### src/design/ctb_pkg.sv
// ----------------------------------------------------------------------------
// ctb_pkg: shared types and constants of the capped step trace buffer
// Store geometry, field widths, operation and mode codes, and the structs
// that pass between the control core, the point memory and the result queue.
// ----------------------------------------------------------------------------
package ctb_pkg;

  // Store depth: a power of two, so slot arithmetic wraps by truncation.
  localparam int DEPTH      = 1024;
  localparam int ADDR_W     = $clog2(DEPTH);
  localparam int CNT_W      = ADDR_W + 1;

  localparam int OP_W       = 2;
  localparam int MODE_W     = 2;
  localparam int CAP_W      = 11;
  localparam int TIME_W     = 32;
  localparam int VAL_W      = 32;
  localparam int IDX_W      = 10;
  localparam int SCNT_W     = 11;
  localparam int WR_W       = 2;
  localparam int PT_W       = TIME_W + VAL_W;

  localparam int CFG_IDX_W  = 2;
  localparam int CFG_DATA_W = 11;

  localparam logic [OP_W-1:0] OP_RECORD = 2'd0;
  localparam logic [OP_W-1:0] OP_CLEAR  = 2'd1;
  localparam logic [OP_W-1:0] OP_READ   = 2'd2;

  localparam logic [MODE_W-1:0] MODE_PLAIN  = 2'd0;
  localparam logic [MODE_W-1:0] MODE_CHANGE = 2'd1;
  localparam logic [MODE_W-1:0] MODE_STEP   = 2'd2;

  localparam logic [CFG_IDX_W-1:0] CFG_RECORD_MODE = 2'd0;
  localparam logic [CFG_IDX_W-1:0] CFG_CAPACITY    = 2'd1;

  localparam logic [CAP_W-1:0] CAP_RESET = 11'd1024;

  typedef struct packed {
    logic [SCNT_W-1:0]       stored_count;
    logic [WR_W-1:0]         points_written;
    logic                    end_moved;
    logic                    read_hit;
    logic [TIME_W-1:0]       read_time;
    logic signed [VAL_W-1:0] read_value;
  } res_t;

  typedef struct packed {
    logic valid;
    res_t res;
  } push_t;

  typedef struct packed {
    logic              we;
    logic [ADDR_W-1:0] waddr;
    logic [PT_W-1:0]   wdata;
    logic [ADDR_W-1:0] raddr;
  } mem_req_t;

endpackage

### src/design/ctb_out_fifo.sv
// ----------------------------------------------------------------------------
// ctb_out_fifo: two-entry result queue
// Ring of two entries; decouples result delivery from intake.
// ----------------------------------------------------------------------------
module ctb_out_fifo (
  input  logic                          clk,
  input  logic                          rst_n,
  input  ctb_pkg::push_t                push,
  output logic                          full,
  output logic                          out_valid,
  input  logic                          out_ready,
  output logic [ctb_pkg::SCNT_W-1:0]    out_stored_count,
  output logic [ctb_pkg::WR_W-1:0]      out_points_written,
  output logic                          out_end_moved,
  output logic                          out_read_hit,
  output logic [ctb_pkg::TIME_W-1:0]    out_read_time,
  output logic signed [ctb_pkg::VAL_W-1:0] out_read_value
);
  import ctb_pkg::*;

  res_t       ent_r [2];
  logic       wr_ptr_r;
  logic       rd_ptr_r;
  logic [1:0] cnt_r;
  logic       pop;
  res_t       head;

  assign pop       = (cnt_r != 2'd0) && out_ready;
  assign out_valid = (cnt_r != 2'd0);
  assign full      = (cnt_r == 2'd2);
  assign head      = ent_r[rd_ptr_r];

  always_ff @(posedge clk) begin
    if (!rst_n) begin
      wr_ptr_r <= 1'b0;
      rd_ptr_r <= 1'b0;
      cnt_r    <= 2'd0;
    end else begin
      if (push.valid) begin
        wr_ptr_r <= ~wr_ptr_r;
      end
      if (pop) begin
        rd_ptr_r <= ~rd_ptr_r;
      end
      case ({push.valid, pop})
        2'b10:   cnt_r <= cnt_r + 2'd1;
        2'b01:   cnt_r <= cnt_r - 2'd1;
        default: cnt_r <= cnt_r;
      endcase
    end
  end

  always_ff @(posedge clk) begin
    if (push.valid) begin
      ent_r[wr_ptr_r] <= push.res;
    end
  end

  assign out_stored_count   = head.stored_count;
  assign out_points_written = head.points_written;
  assign out_end_moved      = head.end_moved;
  assign out_read_hit       = head.read_hit;
  assign out_read_time      = head.read_time;
  assign out_read_value     = head.read_value;

endmodule

### config.mk
export PLATFORM = sky130hd
export DESIGN_NAME = ctb_out_fifo
export DESIGN_NICKNAME = d
export VERILOG_FILES = /design/src/design/ctb_pkg.sv /design/src/design/ctb_out_fifo.sv
export SDC_FILE = /design/constraint.sdc
export NUM_CORES = 1
export LEC_CHECK = 0
export ABC_AREA = 1
export BUFFER_PORTS_ARGS = -buffer_cell sky130_fd_sc_hd__clkbuf_2
export CORE_MARGIN = 3
export CORE_UTILIZATION = 30
export CTS_CLUSTER_DIAMETER = 120
export DETAILED_ROUTE_END_ITERATION = 16
export PLACE_DENSITY = 0.55
export RECOVER_POWER = 25
export SKIP_CTS_REPAIR_TIMING = 1
export SLEW_MARGIN = 20
export SYNTH_ARGS = -nofsm -noshare
export SYNTH_HDL_FRONTEND = slang
export SYNTH_SLANG_ARGS = --single-unit
### constraint.sdc
create_clock -name clk -period 5.38 [get_ports clk]
set_input_delay 0.269 -clock clk [delete_from_list [all_inputs] [get_ports clk]]
set_output_delay 0.269 -clock clk [all_outputs]
set_load 0.01 [all_outputs]
==> results of run 1 <==
==> area by class of cell <==
class	instances	area, um^2	share of cell area (%)
multi-input cells	104	1047	13.67
inverters	6	23.77	0.3104
clock inverters	12	140.1	1.830
well taps	260	325.3	4.248
clock buffers	19	432.9	5.653
flip-flops and latches	163	4848	63.31
repair buffers	167	840.8	10.98
==> worst reg2reg max path, delay by kind of cell (launching register included) <==
kind / cells / cell delay, ps
AND/OR/NAND/NOR: 1 / 350
flip-flops: 1 / 340
buffers and inverters: 2 / 810
==> registers in the layout, summed over array words and instances (netlist names), named ones only <==
| register | count |
|---|---|
| wr_ptr_r | 1 |
| ent_r | 158 |
| cnt_r | 2 |
| rd_ptr_r | 1 |
==> report_power, final <==
part | leakage [nW] | internal [mW] | switching [mW]
Combinational | 1.02 | 0.167 | 0.175
Sequential | 1.52 | 1.47 | 0.0302
Clock | 0.275 | 0.720 | 0.457
Total | 2.82 | 2.36 | 0.662
==> cells in the mapped netlist <==
cell type                    n
sky130_fd_sc_hd__nand4_1     1
sky130_fd_sc_hd__ha_1        1
sky130_fd_sc_hd__nor2_1     11
sky130_fd_sc_hd__o21ai_0     1
sky130_fd_sc_hd__mux2_4     10
sky130_fd_sc_hd__mux2_2     69
sky130_fd_sc_hd__inv_1       6
sky130_fd_sc_hd__o21a_1      1
sky130_fd_sc_hd__nand3_1     1
sky130_fd_sc_hd__dfxtp_1     5
sky130_fd_sc_hd__buf_6       3
sky130_fd_sc_hd__nand2_1     8
sky130_fd_sc_hd__buf_2       6
sky130_fd_sc_hd__edfxtp_1  158
sky130_fd_sc_hd__a21oi_1     1
==> cells in the final DEF, fill, tap and decap left out <==
cell,instances
sky130_fd_sc_hd__edfxtp_1,158
sky130_fd_sc_hd__clkbuf_2,130
sky130_fd_sc_hd__mux2_2,69
sky130_fd_sc_hd__clkbuf_1,35
sky130_fd_sc_hd__clkbuf_16,17
sky130_fd_sc_hd__mux2_4,10
sky130_fd_sc_hd__nor2_1,10
sky130_fd_sc_hd__nand2_1,8
sky130_fd_sc_hd__inv_1,5
sky130_fd_sc_hd__clkinv_2,4
sky130_fd_sc_hd__dfxtp_1,4
sky130_fd_sc_hd__clkinv_1,3
sky130_fd_sc_hd__bufinv_16,3
sky130_fd_sc_hd__clkinvlp_4,2
sky130_fd_sc_hd__o21a_1,1
sky130_fd_sc_hd__nand3_1,1
sky130_fd_sc_hd__nor2_4,1
sky130_fd_sc_hd__o21ai_0,1
sky130_fd_sc_hd__a21oi_1,1
sky130_fd_sc_hd__nand4_1,1
sky130_fd_sc_hd__ha_1,1
sky130_fd_sc_hd__dfxtp_4,1
sky130_fd_sc_hd__clkinv_4,1
sky130_fd_sc_hd__buf_16,1
sky130_fd_sc_hd__buf_12,1
sky130_fd_sc_hd__buf_6,1
sky130_fd_sc_hd__buf_4,1
==> kinds of logic (layout without fill, tap and decap cells) <==
kind of cell               after synthesis  count (layout)  synth area share (%)
and+or+nand+nor                         21              21                 1.383
buffers and inverters                   15             204                 1.446
AOI/OAI and AO/OA                        3               3                0.2933
adders and majority gates                1               1                0.2095
muxes                                   79              79                 15.53
DFF                                    163             163                 81.14
==> metal layers <==
layer  vias up  wire length [um]
met5         -                 0
met4         0               155
met3        15               822
met2       113              5366
met1      1497              4942
li1       1453                 -
==> stage by stage <==
step | hold WS (ps) | utilization, % | cell area [um^2] | power, mW
after floorplan | 367.9 | - | 5971 | 1.731
after global placement | 458.1 | 36.96 | 7076 | 1.869
after detailed placement | 461.7 | 37.10 | 7103 | 1.880
after CTS | 13.50 | 40.10 | 7676 | 3.070
after global routing | 16.26 | 40.01 | 7659 | 3.159
final | 39.19 | 40.01 | 7659 | 3.020
==> final timing paths <==
path	start	endpoint	slack (ps)	depth (start not counted)
max	flip-flop	out_read_value[2]	3170	3
min reg2reg	rd_ptr_r	rd_ptr_r	500	2
max reg2reg	wr_ptr_r	ent_r[0][26]	3480	3
min	push[0]	ent_r[0][0]	40	1
==> flow_summary.yaml, run 1 <==
run_status:
  status: "finished, final reports clean"
floorplanning:
  floorplan.core_area_um2: 19140
  die_y_um: 147.1
  floorplan.io_pins: 164
  design.die.area_um2: 21630
  initial_core_util_pct: 31.19
  chipWidth_um: 147.1
  floorplan.rows: 50
setup_path:
  cp-start-kind: "flip-flop"
  cp_top_family: "flip-flops"
  critical_path_required_ps: 5110
  crit_slowest_cell: "sky130_fd_sc_hd__dfxtp_4"
  path_buf_inv: 2
  crit_type: "reg2out"
  worst-endpoint-arrival_ps: 1940
  kind_of_capture_point_of_the_worst_setup_path: "output port"
  worstPathMaxFanout: 50
  cp_slowest_stage_delay_ps: 640
  cp_cell_sequence: "buf_16 -> mux2_2 -> clkbuf_2"
drt:
  route.detailed.drc: 0
  routed_via_density: 4.211
  detail_route.first_pass.iterations: 4
  drtIter0Drc: 145
  routed_wire_length_per_instance_um: 15.44
  via_count: 3078
  antenna_violating_nets_post_route: 0
  totalWireLength_um: 11290
synthesis:
  synth.cell_area_um2: 5971
  ys_seq_elements: 163
  synth.net_count: 366
  ys_seq_area_share_pct: 81.14
  synth.area.top_cells: "sky130_fd_sc_hd__edfxtp_1 79%, sky130_fd_sc_hd__mux2_2 13%, sky130_fd_sc_hd__mux2_4 2.5%"
  yosysWarnings: 0
  syn-mean-instance-area_um2: 21.17
  netlist.area_leader.share_pct: 79.46
  synth.largest_area_cell: "sky130_fd_sc_hd__edfxtp_1"
  ys_types: 15
  syn_inst: 282
power:
  p_per_area_nw_per_um2: 394.3
  p_leak_nw: 2.822
  vdd_ir_max_uv: 209.8
finish:
  finish.net_count: 543
  antenna_cells: 0
  drive_gt1_share_pct: 51.38
  final_cell_count_no_fill: 731
  syn2layout_area_growth_pct: 28.27
  final.fill_count: 1811
global_route:
  vias_in_the_first_global_route: 3370
  grt_antenna_before_repair: 0
  grtUsageTotal_pct: 10.56
  grt_max_degree: 80
  met1_usage_pct: 12.73
  gr-max-usage-layer: "met2"
  grt_pass1_wl_um: 17530
  grtUsageMet2_pct: 16.82
  groute.layer.met3.usage_pct: 4.287
  grt_overflow_total: 0
sta:
  timing.final.max_slew_violations: 0
  fin_crit_ps: 2212
  final_worst_path_period_share_pct: 41.12
  setup_viol_count_final: 0
  slew-limit-headroom_pct: 48.06
  timing_hold_violations_final: 0
  fmax_mhz: 452.1
  grt_setup_unrepaired: "false"
  post-route-worst-setup-slack_ps: 3168
  worst-slew-pin-transition_ps: 779.1
  fin_tns_setup_ps: 0
  fin_skew_ps: 6.207
job:
  maxCapViolations: 0
clock_network:
  clk-insertion-delay-late_ps: 420
  ctsHtreeMaxLevel: 4
  cts_max_path_buffers: 2
  tritoncts: "built"
  tritoncts.num_buffers: 17
  clock-sinks: 163
  master_cell_of_the_clock_root_buffer: "sky130_fd_sc_hd__clkbuf_16"
  clkTransAtPathRegs_ps: 60
placed_design:
  place.detailed.instances: 699
  pre_cts_slack_ps: 2965
  count_of_buffers_inserted_at_the_top_level_ports: 163
  dp_hpwl_um: 7266
  finalWeightedCongestion: 0.6946
worst_hold_path:
  min_path_type: "in2reg"
(Power assumes the default switching activity.)
==> run 2: changes to the inputs <==
==> constraint.sdc (replaced) <==
create_clock -name clk -period 2.3 [get_ports clk]
set_input_delay 0.115 -clock clk [delete_from_list [all_inputs] [get_ports clk]]
set_output_delay 0.115 -clock clk [all_outputs]
set_load 0.01 [all_outputs]
==> flow_summary.yaml, run 2 (synthesis results as in run 1) <==
run_status:
  status: "finished, final reports clean"
sta:
  fin_tns_setup_ps: 0
  setup_viol_count_final: 0
  fin_crit_ps: 1907
  grt_setup_unrepaired: "false"
  final_worst_path_period_share_pct: 82.92
  timing_hold_violations_final: 0
  fmax_mhz: 524.4
  fin_skew_ps: 5.945
  worst-slew-pin-transition_ps: 591.3
  timing.final.max_slew_violations: 0
  post-route-worst-setup-slack_ps: 393.0
  slew-limit-headroom_pct: 60.58
setup_path:
  crit_type: "reg2out"
  worst-endpoint-arrival_ps: 1790
  critical_path_required_ps: 2180
  kind_of_capture_point_of_the_worst_setup_path: "output port"
  cp-start-kind: "flip-flop"
  worstPathMaxFanout: 26
drt:
  antenna_violating_nets_post_route: 0
  routed_via_density: 4.246
  routed_wire_length_per_instance_um: 14.73
  drtIter0Drc: 127
  route.detailed.drc: 0
  via_count: 3452
  detail_route.first_pass.iterations: 4
  totalWireLength_um: 11970
power:
  p_per_area_nw_per_um2: 837.1
  vdd_ir_max_uv: 463.7
  p_leak_nw: 3.159
  report.power.total_mw: 7.083
clock_network:
  clock-sinks: 163
  master_cell_of_the_clock_root_buffer: "sky130_fd_sc_hd__clkbuf_16"
  clk-insertion-delay-late_ps: 410
  tritoncts: "built"
  ctsHtreeMaxLevel: 4
  cts_max_path_buffers: 2
  clkTransAtPathRegs_ps: 60
  tritoncts.num_buffers: 17
finish:
  finish.net_count: 625
  largest_register_by_flop_count: "ent_r"
  antenna_cells: 0
  final-seq-area_um2: 4848
  layout.cells.most_common_list: "158 x sky130_fd_sc_hd__edfxtp_1, 134 x sky130_fd_sc_hd__clkbuf_2, 81 x sky130_fd_sc_hd__dlygate4sd3_1"
  drive_gt1_share_pct: 44.85
  multi_input_area_um2: 1047
  syn2layout_area_growth_pct: 41.70
  largestRegisters: "ent_r: 158 flops, cnt_r: 2 flops"
  final.fill_count: 1754
  layout.cells.most_common: "sky130_fd_sc_hd__edfxtp_1"
  largest_register_ffs: 158
placed_design:
  count_of_buffers_inserted_at_the_top_level_ports: 163
  dp_hpwl_um: 7292
  finalWeightedCongestion: 0.6769
  pre_cts_slack_ps: 772.8
global_route:
  grt_max_degree: 80
  grt_overflow_total: 0
  grt_antenna_before_repair: 0
  grtUsageTotal_pct: 10.39
  grt_pass1_wl_um: 17400
  vias_in_the_first_global_route: 3387
floorplanning:
  floorplan.rows: 50
  initial_core_util_pct: 31.19
  die_y_um: 147.1
  floorplan.io_pins: 164
  floorplan.core_area_um2: 19140
  design.die.area_um2: 21630
  chipWidth_um: 147.1
job:
  maxCapViolations: 0
worst_hold_path:
  min_path_type: "in2reg"
run 2: cell count changes in the layout (fill, tap and decap cells not counted), moves of 2 or more:
cell / change
sky130_fd_sc_hd__buf_12: +2
sky130_fd_sc_hd__clkinvlp_4: +2
sky130_fd_sc_hd__dlygate4sd3_1: +81
sky130_fd_sc_hd__clkbuf_2: +4
sky130_fd_sc_hd__clkbuf_1: -5
run 2: layout make-up:
type | count | share of cell area (%)
clock inverter | 13 | 1.405
tap | 260 | 3.845
sequential | 163 | 57.31
clock buffer | 18 | 5.072
timing repair buffer | 249 | 19.68
multi-input combinational | 104 | 12.38
inverter | 6 | 0.3106
run 2: path summary, 6_finish.rpt:
check / start / end / slack, ps / depth (start not counted)
worst max-delay path: flip-flop / out_read_value[0] / 390 / 3
worst min-delay path: out_ready / flip-flop / 50 / 4
worst max register to register: wr_ptr_r / ent_r[1][72] / 810 / 3
worst min register to register: rd_ptr_r / flip-flop / 520 / 2
run 2: power breakdown:
part	switching [mW]	internal (mW)	total, mW	leakage, nW
Clock	1.08	1.57	2.65	0.264
Combinational	0.441	0.485	0.926	1.37
Sequential	0.0671	3.44	3.51	1.52
Total	1.59	5.50	7.08	3.16
run 2: routing by layer:
layer	global-route usage (%)	vias up	wire, um
met5	0	-	0
met4	3.868	0	155
met3	4.226	11	705
met2	17.53	107	6131
met1	11.91	1718	4982
li1	-	1616	-
run 2: metrics by stage:
| step | instances | instance area, um^2 | utilization, % | hold WS [ps] |
|---|---|---|---|---|
| 2_1_floorplan | 282 | 5982 | - | 213.9 |
| 3_3_place_gp | 701 | 7138 | 37.29 | 302.7 |
| 3_5_place_dp | 701 | 7138 | 37.29 | 307.6 |
| 4_1_cts | 732 | 7686 | 40.15 | -134.0 |
| 5_1_grt | 813 | 8461 | 44.20 | 71.02 |
| 6_report | 813 | 8461 | 44.20 | 48.52 |
run 2: critical path, cell delays in order, from the launching register on:
cell and delay, ps:
sky130_fd_sc_hd__dfxtp_4 610, sky130_fd_sc_hd__buf_12 250, sky130_fd_sc_hd__mux2_2 360, sky130_fd_sc_hd__clkbuf_2 130
