[config.mk]
export PLATFORM = sky130hd
export DESIGN_NAME = ctb_core
export DESIGN_NICKNAME = d
export VERILOG_FILES = /design/src/design/ctb_pkg.sv /design/src/design/ctb_core.sv
export SDC_FILE = /design/constraint.sdc
export NUM_CORES = 1
export LEC_CHECK = 0
export ABC_AREA = 1
export BUFFER_PORTS_ARGS = -buffer_cell sky130_fd_sc_hd__buf_2
export CAP_MARGIN = 25
export CORE_UTILIZATION = 49
export CTS_CLUSTER_SIZE = 24
export DETAILED_ROUTE_END_ITERATION = 10
export PLACE_DENSITY = 0.78
export SYNTH_ARGS = -nofsm -noshare
export SYNTH_HDL_FRONTEND = slang
export SYNTH_SLANG_ARGS = --single-unit
export TNS_END_PERCENT = 1
[constraint.sdc]
create_clock -name clk -period 4.85 [get_ports clk]
set_clock_uncertainty 0.2 [all_clocks]
set_input_delay 0.97 -clock clk [delete_from_list [all_inputs] [get_ports clk]]
set_output_delay 0.97 -clock clk [all_outputs]
set_load 0.02 [all_outputs]
[src/design/ctb_pkg.sv]
// ----------------------------------------------------------------------------
// ctb_pkg: shared types and constants of the capped step trace buffer
// Store geometry, field widths, operation and mode codes, and the structs
// that pass between the control core, the point memory and the result queue.
// ----------------------------------------------------------------------------
package ctb_pkg;

  // Store depth: a power of two, so slot arithmetic wraps by truncation.
  localparam int DEPTH      = 1024;
  localparam int ADDR_W     = $clog2(DEPTH);
  localparam int CNT_W      = ADDR_W + 1;

  localparam int OP_W       = 2;
  localparam int MODE_W     = 2;
  localparam int CAP_W      = 11;
  localparam int TIME_W     = 32;
  localparam int VAL_W      = 32;
  localparam int IDX_W      = 10;
  localparam int SCNT_W     = 11;
  localparam int WR_W       = 2;
  localparam int PT_W       = TIME_W + VAL_W;

  localparam int CFG_IDX_W  = 2;
  localparam int CFG_DATA_W = 11;

  localparam logic [OP_W-1:0] OP_RECORD = 2'd0;
  localparam logic [OP_W-1:0] OP_CLEAR  = 2'd1;
  localparam logic [OP_W-1:0] OP_READ   = 2'd2;

  localparam logic [MODE_W-1:0] MODE_PLAIN  = 2'd0;
  localparam logic [MODE_W-1:0] MODE_CHANGE = 2'd1;
  localparam logic [MODE_W-1:0] MODE_STEP   = 2'd2;

  localparam logic [CFG_IDX_W-1:0] CFG_RECORD_MODE = 2'd0;
  localparam logic [CFG_IDX_W-1:0] CFG_CAPACITY    = 2'd1;

  localparam logic [CAP_W-1:0] CAP_RESET = 11'd1024;

  typedef struct packed {
    logic [SCNT_W-1:0]       stored_count;
    logic [WR_W-1:0]         points_written;
    logic                    end_moved;
    logic                    read_hit;
    logic [TIME_W-1:0]       read_time;
    logic signed [VAL_W-1:0] read_value;
  } res_t;

  typedef struct packed {
    logic valid;
    res_t res;
  } push_t;

  typedef struct packed {
    logic              we;
    logic [ADDR_W-1:0] waddr;
    logic [PT_W-1:0]   wdata;
    logic [ADDR_W-1:0] raddr;
  } mem_req_t;

endpackage

[src/design/ctb_core.sv]
// ----------------------------------------------------------------------------
// ctb_core: trace buffer control
// Holds ring pointers, last values and configuration; decides each request's
// action, drives the point memory and pushes one result per request.
// ----------------------------------------------------------------------------
module ctb_core (
  input  logic                              clk,
  input  logic                              rst_n,
  input  logic                              in_valid,
  output logic                              in_ready,
  input  logic [ctb_pkg::OP_W-1:0]          in_op,
  input  logic [ctb_pkg::TIME_W-1:0]        in_timestamp,
  input  logic signed [ctb_pkg::VAL_W-1:0]  in_sample_value,
  input  logic [ctb_pkg::IDX_W-1:0]         in_read_index,
  input  logic                              cfg_valid,
  output logic                              cfg_ready,
  input  logic [ctb_pkg::CFG_IDX_W-1:0]     cfg_index,
  input  logic [ctb_pkg::CFG_DATA_W-1:0]    cfg_data,
  input  logic                              fifo_full,
  output ctb_pkg::push_t                    push,
  output ctb_pkg::mem_req_t                 mem_req,
  input  logic [ctb_pkg::PT_W-1:0]          mem_rdata
);
  import ctb_pkg::*;

  typedef enum logic {S_IDLE, S_SECOND} state_t;

  state_t             st_r, st_nxt;
  logic [ADDR_W-1:0]  oldest_r, oldest_nxt;
  logic [CNT_W-1:0]   count_r, count_nxt;
  logic [VAL_W-1:0]   last_value_r, last_value_nxt;
  logic               last_valid_r, last_valid_nxt;
  logic [VAL_W-1:0]   prior_value_r, prior_value_nxt;
  logic [MODE_W-1:0]  mode_r, mode_nxt;
  logic [CAP_W-1:0]   cap_r, cap_nxt;
  logic               is_read_r, is_read_nxt;
  logic               hit_r, hit_nxt;
  logic [TIME_W-1:0]  t_r;
  logic [VAL_W-1:0]   v_r;

  logic               accept;
  logic [CNT_W-1:0]   eff_cap;
  logic [CNT_W-1:0]   ap_n;
  logic [ADDR_W-1:0]  ap_slot;
  logic [ADDR_W-1:0]  end_slot;
  logic               ap_en;
  logic [TIME_W-1:0]  ap_time;
  logic [VAL_W-1:0]   ap_value;
  logic               do_move;
  logic               go_second;
  logic [WR_W-1:0]    written;
  logic               hit_now;

  assign in_ready  = (st_r == S_IDLE) && !fifo_full;
  assign accept    = in_valid && in_ready;
  assign cfg_ready = 1'b1;

  // Capacity zero or beyond the store falls back to the full depth.
  assign eff_cap  = (cap_r == '0 || cap_r > CAP_W'(DEPTH)) ? CNT_W'(DEPTH) : CNT_W'(cap_r);
  assign ap_n     = count_r + CNT_W'(1);
  assign ap_slot  = oldest_r + count_r[ADDR_W-1:0];
  assign end_slot = ap_slot - ADDR_W'(1);
  assign hit_now  = CNT_W'(in_read_index) < count_r;

  always_comb begin
    st_nxt          = st_r;
    oldest_nxt      = oldest_r;
    count_nxt       = count_r;
    last_value_nxt  = last_value_r;
    last_valid_nxt  = last_valid_r;
    prior_value_nxt = prior_value_r;
    mode_nxt        = mode_r;
    cap_nxt         = cap_r;
    is_read_nxt     = is_read_r;
    hit_nxt         = hit_r;
    ap_en           = 1'b0;
    ap_time         = in_timestamp;
    ap_value        = in_sample_value;
    do_move         = 1'b0;
    go_second       = 1'b0;
    written         = '0;
    push            = '0;

    if (cfg_valid) begin
      case (cfg_index)
        CFG_RECORD_MODE: mode_nxt = cfg_data[MODE_W-1:0];
        CFG_CAPACITY:    cap_nxt  = cfg_data[CAP_W-1:0];
        default:         ;
      endcase
    end

    case (st_r)
      S_IDLE: begin
        if (accept) begin
          case (in_op)
            OP_RECORD: begin
              case (mode_r)
                MODE_PLAIN: begin
                  ap_en   = 1'b1;
                  written = WR_W'(1);
                end
                MODE_CHANGE: begin
                  if (!(last_valid_r && last_value_r == in_sample_value)) begin
                    ap_en   = 1'b1;
                    written = WR_W'(1);
                  end
                end
                MODE_STEP: begin
                  if (!last_valid_r || count_r == '0) begin
                    ap_en   = 1'b1;
                    written = WR_W'(1);
                  end else if (last_value_r != in_sample_value) begin
                    // Corner point now, new point in state S_SECOND.
                    ap_en     = 1'b1;
                    ap_value  = last_value_r;
                    go_second = 1'b1;
                  end else if (count_r >= CNT_W'(2) && prior_value_r == in_sample_value) begin
                    do_move = 1'b1;
                  end else begin
                    ap_en   = 1'b1;
                    written = WR_W'(1);
                  end
                end
                default: ;
              endcase
            end
            OP_CLEAR: begin
              count_nxt       = '0;
              oldest_nxt      = '0;
              last_valid_nxt  = 1'b0;
              last_value_nxt  = '0;
              prior_value_nxt = '0;
            end
            OP_READ: begin
              go_second = 1'b1;
            end
            default: ;
          endcase
          is_read_nxt = (in_op == OP_READ);
          hit_nxt     = hit_now;
          if (go_second) begin
            st_nxt = S_SECOND;
          end
        end
      end
      S_SECOND: begin
        st_nxt = S_IDLE;
        if (!is_read_r) begin
          ap_en    = 1'b1;
          ap_time  = t_r;
          ap_value = v_r;
          written  = WR_W'(2);
        end
      end
      default: st_nxt = S_IDLE;
    endcase

    if (ap_en) begin
      if (count_r != '0) begin
        prior_value_nxt = last_value_r;
      end
      last_value_nxt = ap_value;
      last_valid_nxt = 1'b1;
      // Drop the oldest points that no longer fit.
      if (ap_n > eff_cap) begin
        count_nxt  = eff_cap;
        oldest_nxt = oldest_r + ADDR_W'(ap_n - eff_cap);
      end else begin
        count_nxt = ap_n;
      end
    end

    if ((st_r == S_IDLE && accept && !go_second) || st_r == S_SECOND) begin
      push.valid              = 1'b1;
      push.res.stored_count   = SCNT_W'(count_nxt);
      push.res.points_written = written;
      push.res.end_moved      = do_move;
      if (st_r == S_SECOND && is_read_r && hit_r) begin
        push.res.read_hit   = 1'b1;
        push.res.read_time  = mem_rdata[PT_W-1 -: TIME_W];
        push.res.read_value = mem_rdata[VAL_W-1:0];
      end
    end
  end

  always_comb begin
    mem_req.we    = ap_en || do_move;
    mem_req.waddr = do_move ? end_slot : ap_slot;
    mem_req.wdata = {ap_time, ap_value};
    mem_req.raddr = oldest_r + ADDR_W'(in_read_index);
  end

  always_ff @(posedge clk) begin
    if (!rst_n) begin
      st_r          <= S_IDLE;
      oldest_r      <= '0;
      count_r       <= '0;
      last_value_r  <= '0;
      last_valid_r  <= 1'b0;
      prior_value_r <= '0;
      mode_r        <= MODE_PLAIN;
      cap_r         <= CAP_RESET;
      is_read_r     <= 1'b0;
      hit_r         <= 1'b0;
    end else begin
      st_r          <= st_nxt;
      oldest_r      <= oldest_nxt;
      count_r       <= count_nxt;
      last_value_r  <= last_value_nxt;
      last_valid_r  <= last_valid_nxt;
      prior_value_r <= prior_value_nxt;
      mode_r        <= mode_nxt;
      cap_r         <= cap_nxt;
      is_read_r     <= is_read_nxt;
      hit_r         <= hit_nxt;
    end
  end

  // Hold the sample for the second point of a step change.
  always_ff @(posedge clk) begin
    if (accept) begin
      t_r <= in_timestamp;
      v_r <= in_sample_value;
    end
  end

endmodule

==> summary by stage <==
Placement
The placement-stage cell area is 14250 um^2. The number of buffers added on ports is 323. The final estimated routing congestion in global placement is 0.9863. The post-place setup slack is 0.2474 ns. Counting tap cells, the placed design contains a total of 2502 instances. The total half-perimeter wirelength after legalization and detailed placement is 30.10 mm.

Logic synthesis
The share of Yosys cell area claimed by the top area cell type is 17.99%. The synthesized design contains 64 enable-type register cells. The area of the mapped netlist is 12450 um^2. The register bit total from synthesis is 166. After synthesis, the cell types taking the most area are sky130_fd_sc_hd__nand2_1 (18%), sky130_fd_sc_hd__dfxtp_1 (16%), sky130_fd_sc_hd__edfxtp_1 (15%).

After synthesis, the share of flip-flops with an asynchronous set or reset is 0%. The total number of yosys warnings is 0. The number of instances in the synthesized netlist is 1928.

The post-synth net total is 2148. sky130_fd_sc_hd__nand2_1 takes more of the synthesized area than any other cell. The most used flip-flop cell after synthesis is sky130_fd_sc_hd__dfxtp_1. The part of the Yosys area used for sequential elements is 31.83%.

The per-instance average area after synthesis is 6.459 um^2. The number of distinct library cells after synthesis is 41.

Route
In this run the remaining antenna-violating nets after routing total 0. The number of iterations in the first detailed-routing pass is 5. The first routing iteration left 1287 violations. In the final routed layout, each cell accounts on average for 16.82 um. The aggregate routed wire length is 42.96 mm.

Across all layers, the routed design uses 14170 vias. In the routed layout, each cell is associated on average with a via count of 5.549. For this run, design rule violations remaining after detail routing come to 0.

Global routing
The combined global-route utilization of all metal layers is 31.60%. The number of antenna violations at the first check in global routing is 7. The global-route wire length before repair is 65.63 mm. The via count of the first global-routing pass is 12930. Entering global routing, the biggest net connects 76 pins. Summed over all layers, the global routing overflow is 0.

Timing
Dividing the final minimum period by the clock period gives 98.32%. Static timing analysis puts the maximum clock frequency at 209.7 MHz. Setup slack on the critical path of the routed design comes to 0.08156 ns. The pin slew with the least headroom to its limit is 1.129 ns. The clock period minus worst slack is 4.768 ns. On the final layout, the worst hold slack is 0.2749 ns. The number of failing hold endpoints at the final stage is 0. The normalized max-slew margin is 24.25%.

Setup violations remaining at the end of the flow were counted as 0. The max-slew violation count came to 0.

Min path
The startpoint identified for the worst hold timing path is cap_r[9]. The tightest min-delay check is of the flip-flop to flip-flop type.

Worst setup path
The arrival time reported for the critical path endpoint is 3.60 ns. Traced cell by cell, the critical path runs through ha_4, nand2_1, nor2_2, nand2_2, nor3_4, nand3_1, xor2_1, ha_1, nand2_2, nor2_2, nand3_1, o2111ai_2, nand2_4, buf_12, o21ai_0, nand2_1, a21oi_1, buf_4. The largest single stage delay on the critical path is 0.39 ns.

Of all nets on the critical path, the largest fanout is 13. The worst setup path is captured at a primary output. The slowest stage of the critical path belongs to the cell sky130_fd_sc_hd__dfxtp_4.

The startpoint identified for the worst register-to-register timing path is cap_r[2]. The setup path with the least slack is of type flip-flop to primary output. The data required time at the worst endpoint is 3.68 ns. The worst setup path is launched from a flip-flop. Tracing the worst setup path back leads to its startpoint at count_r[0].

Final layout
The non-filler instance count after layout is 2554. Measured on the finished design, the core utilization comes to 61.26%. After the last flow step, the layout net total stands at 2430. Fill cells in the final layout number 2323. After routing the design area is 15070 um^2. The area added between synthesis and finish is 21.03%.

In the layout the commonest cells are sky130_fd_sc_hd__nand2_1 (592), sky130_fd_sc_hd__buf_2 (319), sky130_fd_sc_hd__inv_1 (237). The post-route netlist has 19.93% of its cells at a drive strength greater than 1. Leaving out fill and tap cells, the most frequent cell in the layout is sky130_fd_sc_hd__nand2_1.

Floorplan
The die height is 161.4 um. The floorplan die area is 26060 um^2. The width of the die is 161.4 um. The number of I/O pins is 325. The area of the core is 24600 um^2. The floorplan row count is 57.

The initial utilization of the core area, before any placement, comes to 50.61%.

Clocking
The clock transition at the register clock pins on the worst setup and hold paths after CTS is 0.07 ns. After clock tree synthesis, the flow added hold-fix buffers numbering 0. The cell sitting at the root of the clock tree is a sky130_fd_sc_hd__clkbuf_16. The number of buffers on the longest clock path is 2.

The number of buffers added by the clock tree synthesis step is 17. For the worst-skew pair, the clock arrives at the later sink with an insertion delay of 0.44 ns. TritonCTS built the clock tree. In this run the number of H-tree levels came out at 4. Clock tree synthesis found a total of 166 sinks.

Power and ir drop
Dividing total power by cell area gives a power density of 227.7 nW/um^2. The highest ir drop seen on vdd is 0.0002484 V. The cell leakage power is 7.394 nW.

Flow run
Across the run, the number of max-cap violations was 0.

Status
The flow ran to the end, and the final reports show no timing, DRC or antenna violations.
-- state kept, by name (all words and copies together) (netlist names) --
register	count
cap_r	11
t_r	32
st_r	1
prior_value_r	32
is_read_r	1
last_value_r	32
count_r	11
mode_r	2
v_r	32
oldest_r	10
hit_r	1
last_valid_r	1
-- Yosys cell counts, types with 4 or more instances --
cell type                  number
sky130_fd_sc_hd__inv_1        243
sky130_fd_sc_hd__o21ai_0       73
sky130_fd_sc_hd__nor2_1       192
sky130_fd_sc_hd__a21oi_1      151
sky130_fd_sc_hd__inv_2         17
sky130_fd_sc_hd__xor2_1        37
sky130_fd_sc_hd__nor3_1         7
sky130_fd_sc_hd__a22oi_1       32
sky130_fd_sc_hd__clkbuf_1      65
sky130_fd_sc_hd__nand4_1       84
sky130_fd_sc_hd__edfxtp_1      64
sky130_fd_sc_hd__buf_1          9
sky130_fd_sc_hd__nand3_1      121
sky130_fd_sc_hd__xnor2_1       15
sky130_fd_sc_hd__o211ai_1       4
sky130_fd_sc_hd__buf_6          7
sky130_fd_sc_hd__buf_2         12
sky130_fd_sc_hd__ha_1          51
sky130_fd_sc_hd__dfxtp_1      102
sky130_fd_sc_hd__fa_1          11
sky130_fd_sc_hd__nand2_1      597
sky130_fd_sc_hd__buf_4          4
-- report_power, final --
| part | internal (W) | switching (W) | total, W |
|---|---|---|---|
| combinational | 0.000198 | 0.000385 | 0.000583 |
| clock | 0.000702 | 0.000641 | 0.00134 |
| sequential | 0.00149 | 0.0000187 | 0.00151 |
-- metrics by stage --
| step | power [W] | setup TNS [ns] |
|---|---|---|
| after floorplan | 0.001881 | 0 |
| after global placement | 0.002083 | 0 |
| after detailed placement | 0.002093 | 0 |
| after CTS | 0.003414 | 0 |
| after global routing | 0.003559 | -0.5435 |
| final | 0.003432 | 0 |
-- layout make-up --
| cell class | count | area [um^2] | share of cell area (%) |
|---|---|---|---|
| timing repair inverter | 1 | 7.507 | 0.04981 |
| tap | 324 | 405.4 | 2.690 |
| inverter | 260 | 982.2 | 6.517 |
| clock buffer | 19 | 454.2 | 3.013 |
| clock inverter | 13 | 113.9 | 0.7554 |
| multi-input combinational | 1405 | 7166 | 47.54 |
| sequential | 166 | 3974 | 26.37 |
| antenna | 7 | 17.52 | 0.1162 |
| timing repair buffer | 359 | 1952 | 12.95 |
-- timing repair --
item | CTS | global route
pin swaps | 1 | 9
gates cloned | 0 | 2
gates resized for setup | 6 | 33
endpoints found under the setup margin | 10 | 10
setup buffers | 2 | 9
-- kinds of logic after synthesis --
| logic type | synth area share (%) |
|---|---|
| compound gates | 12.21 |
| fa+ha+maj | 6.892 |
| other cells | 0.03011 |
| simple gates | 33.96 |
| xor+xnor | 3.657 |
| buf+inv | 11.42 |
| flops | 31.83 |
-- worst max-delay path: cells and delay by family (launching register included) --
kind            cells  cell delay, ns
simple gates       10            1.27
fa+ha+maj           2            0.47
buf+inv             2            0.35
xor+xnor            1            0.18
flops               1            0.39
compound gates      3            0.51
-- final timing paths --
kind                      end  slack, ns  cells past startpoint
hold / removal       cap_r[9]       0.27                      2
hold reg to reg      cap_r[9]       0.27                      2
setup / recovery     push[77]       0.08                     18
setup reg to reg  oldest_r[6]       0.89                     19
-- per-layer routing --
layer  vias to the layer above  global-route usage (%)  wire length, um
met5                         -                       0                0
met4                         0                   17.32             1927
met3                       142                   5.187             3812
met2                       756                   53.17            20470
met1                      6463                   38.52            16750
li1                       6812                       -                -
(Power assumes the default switching activity.)
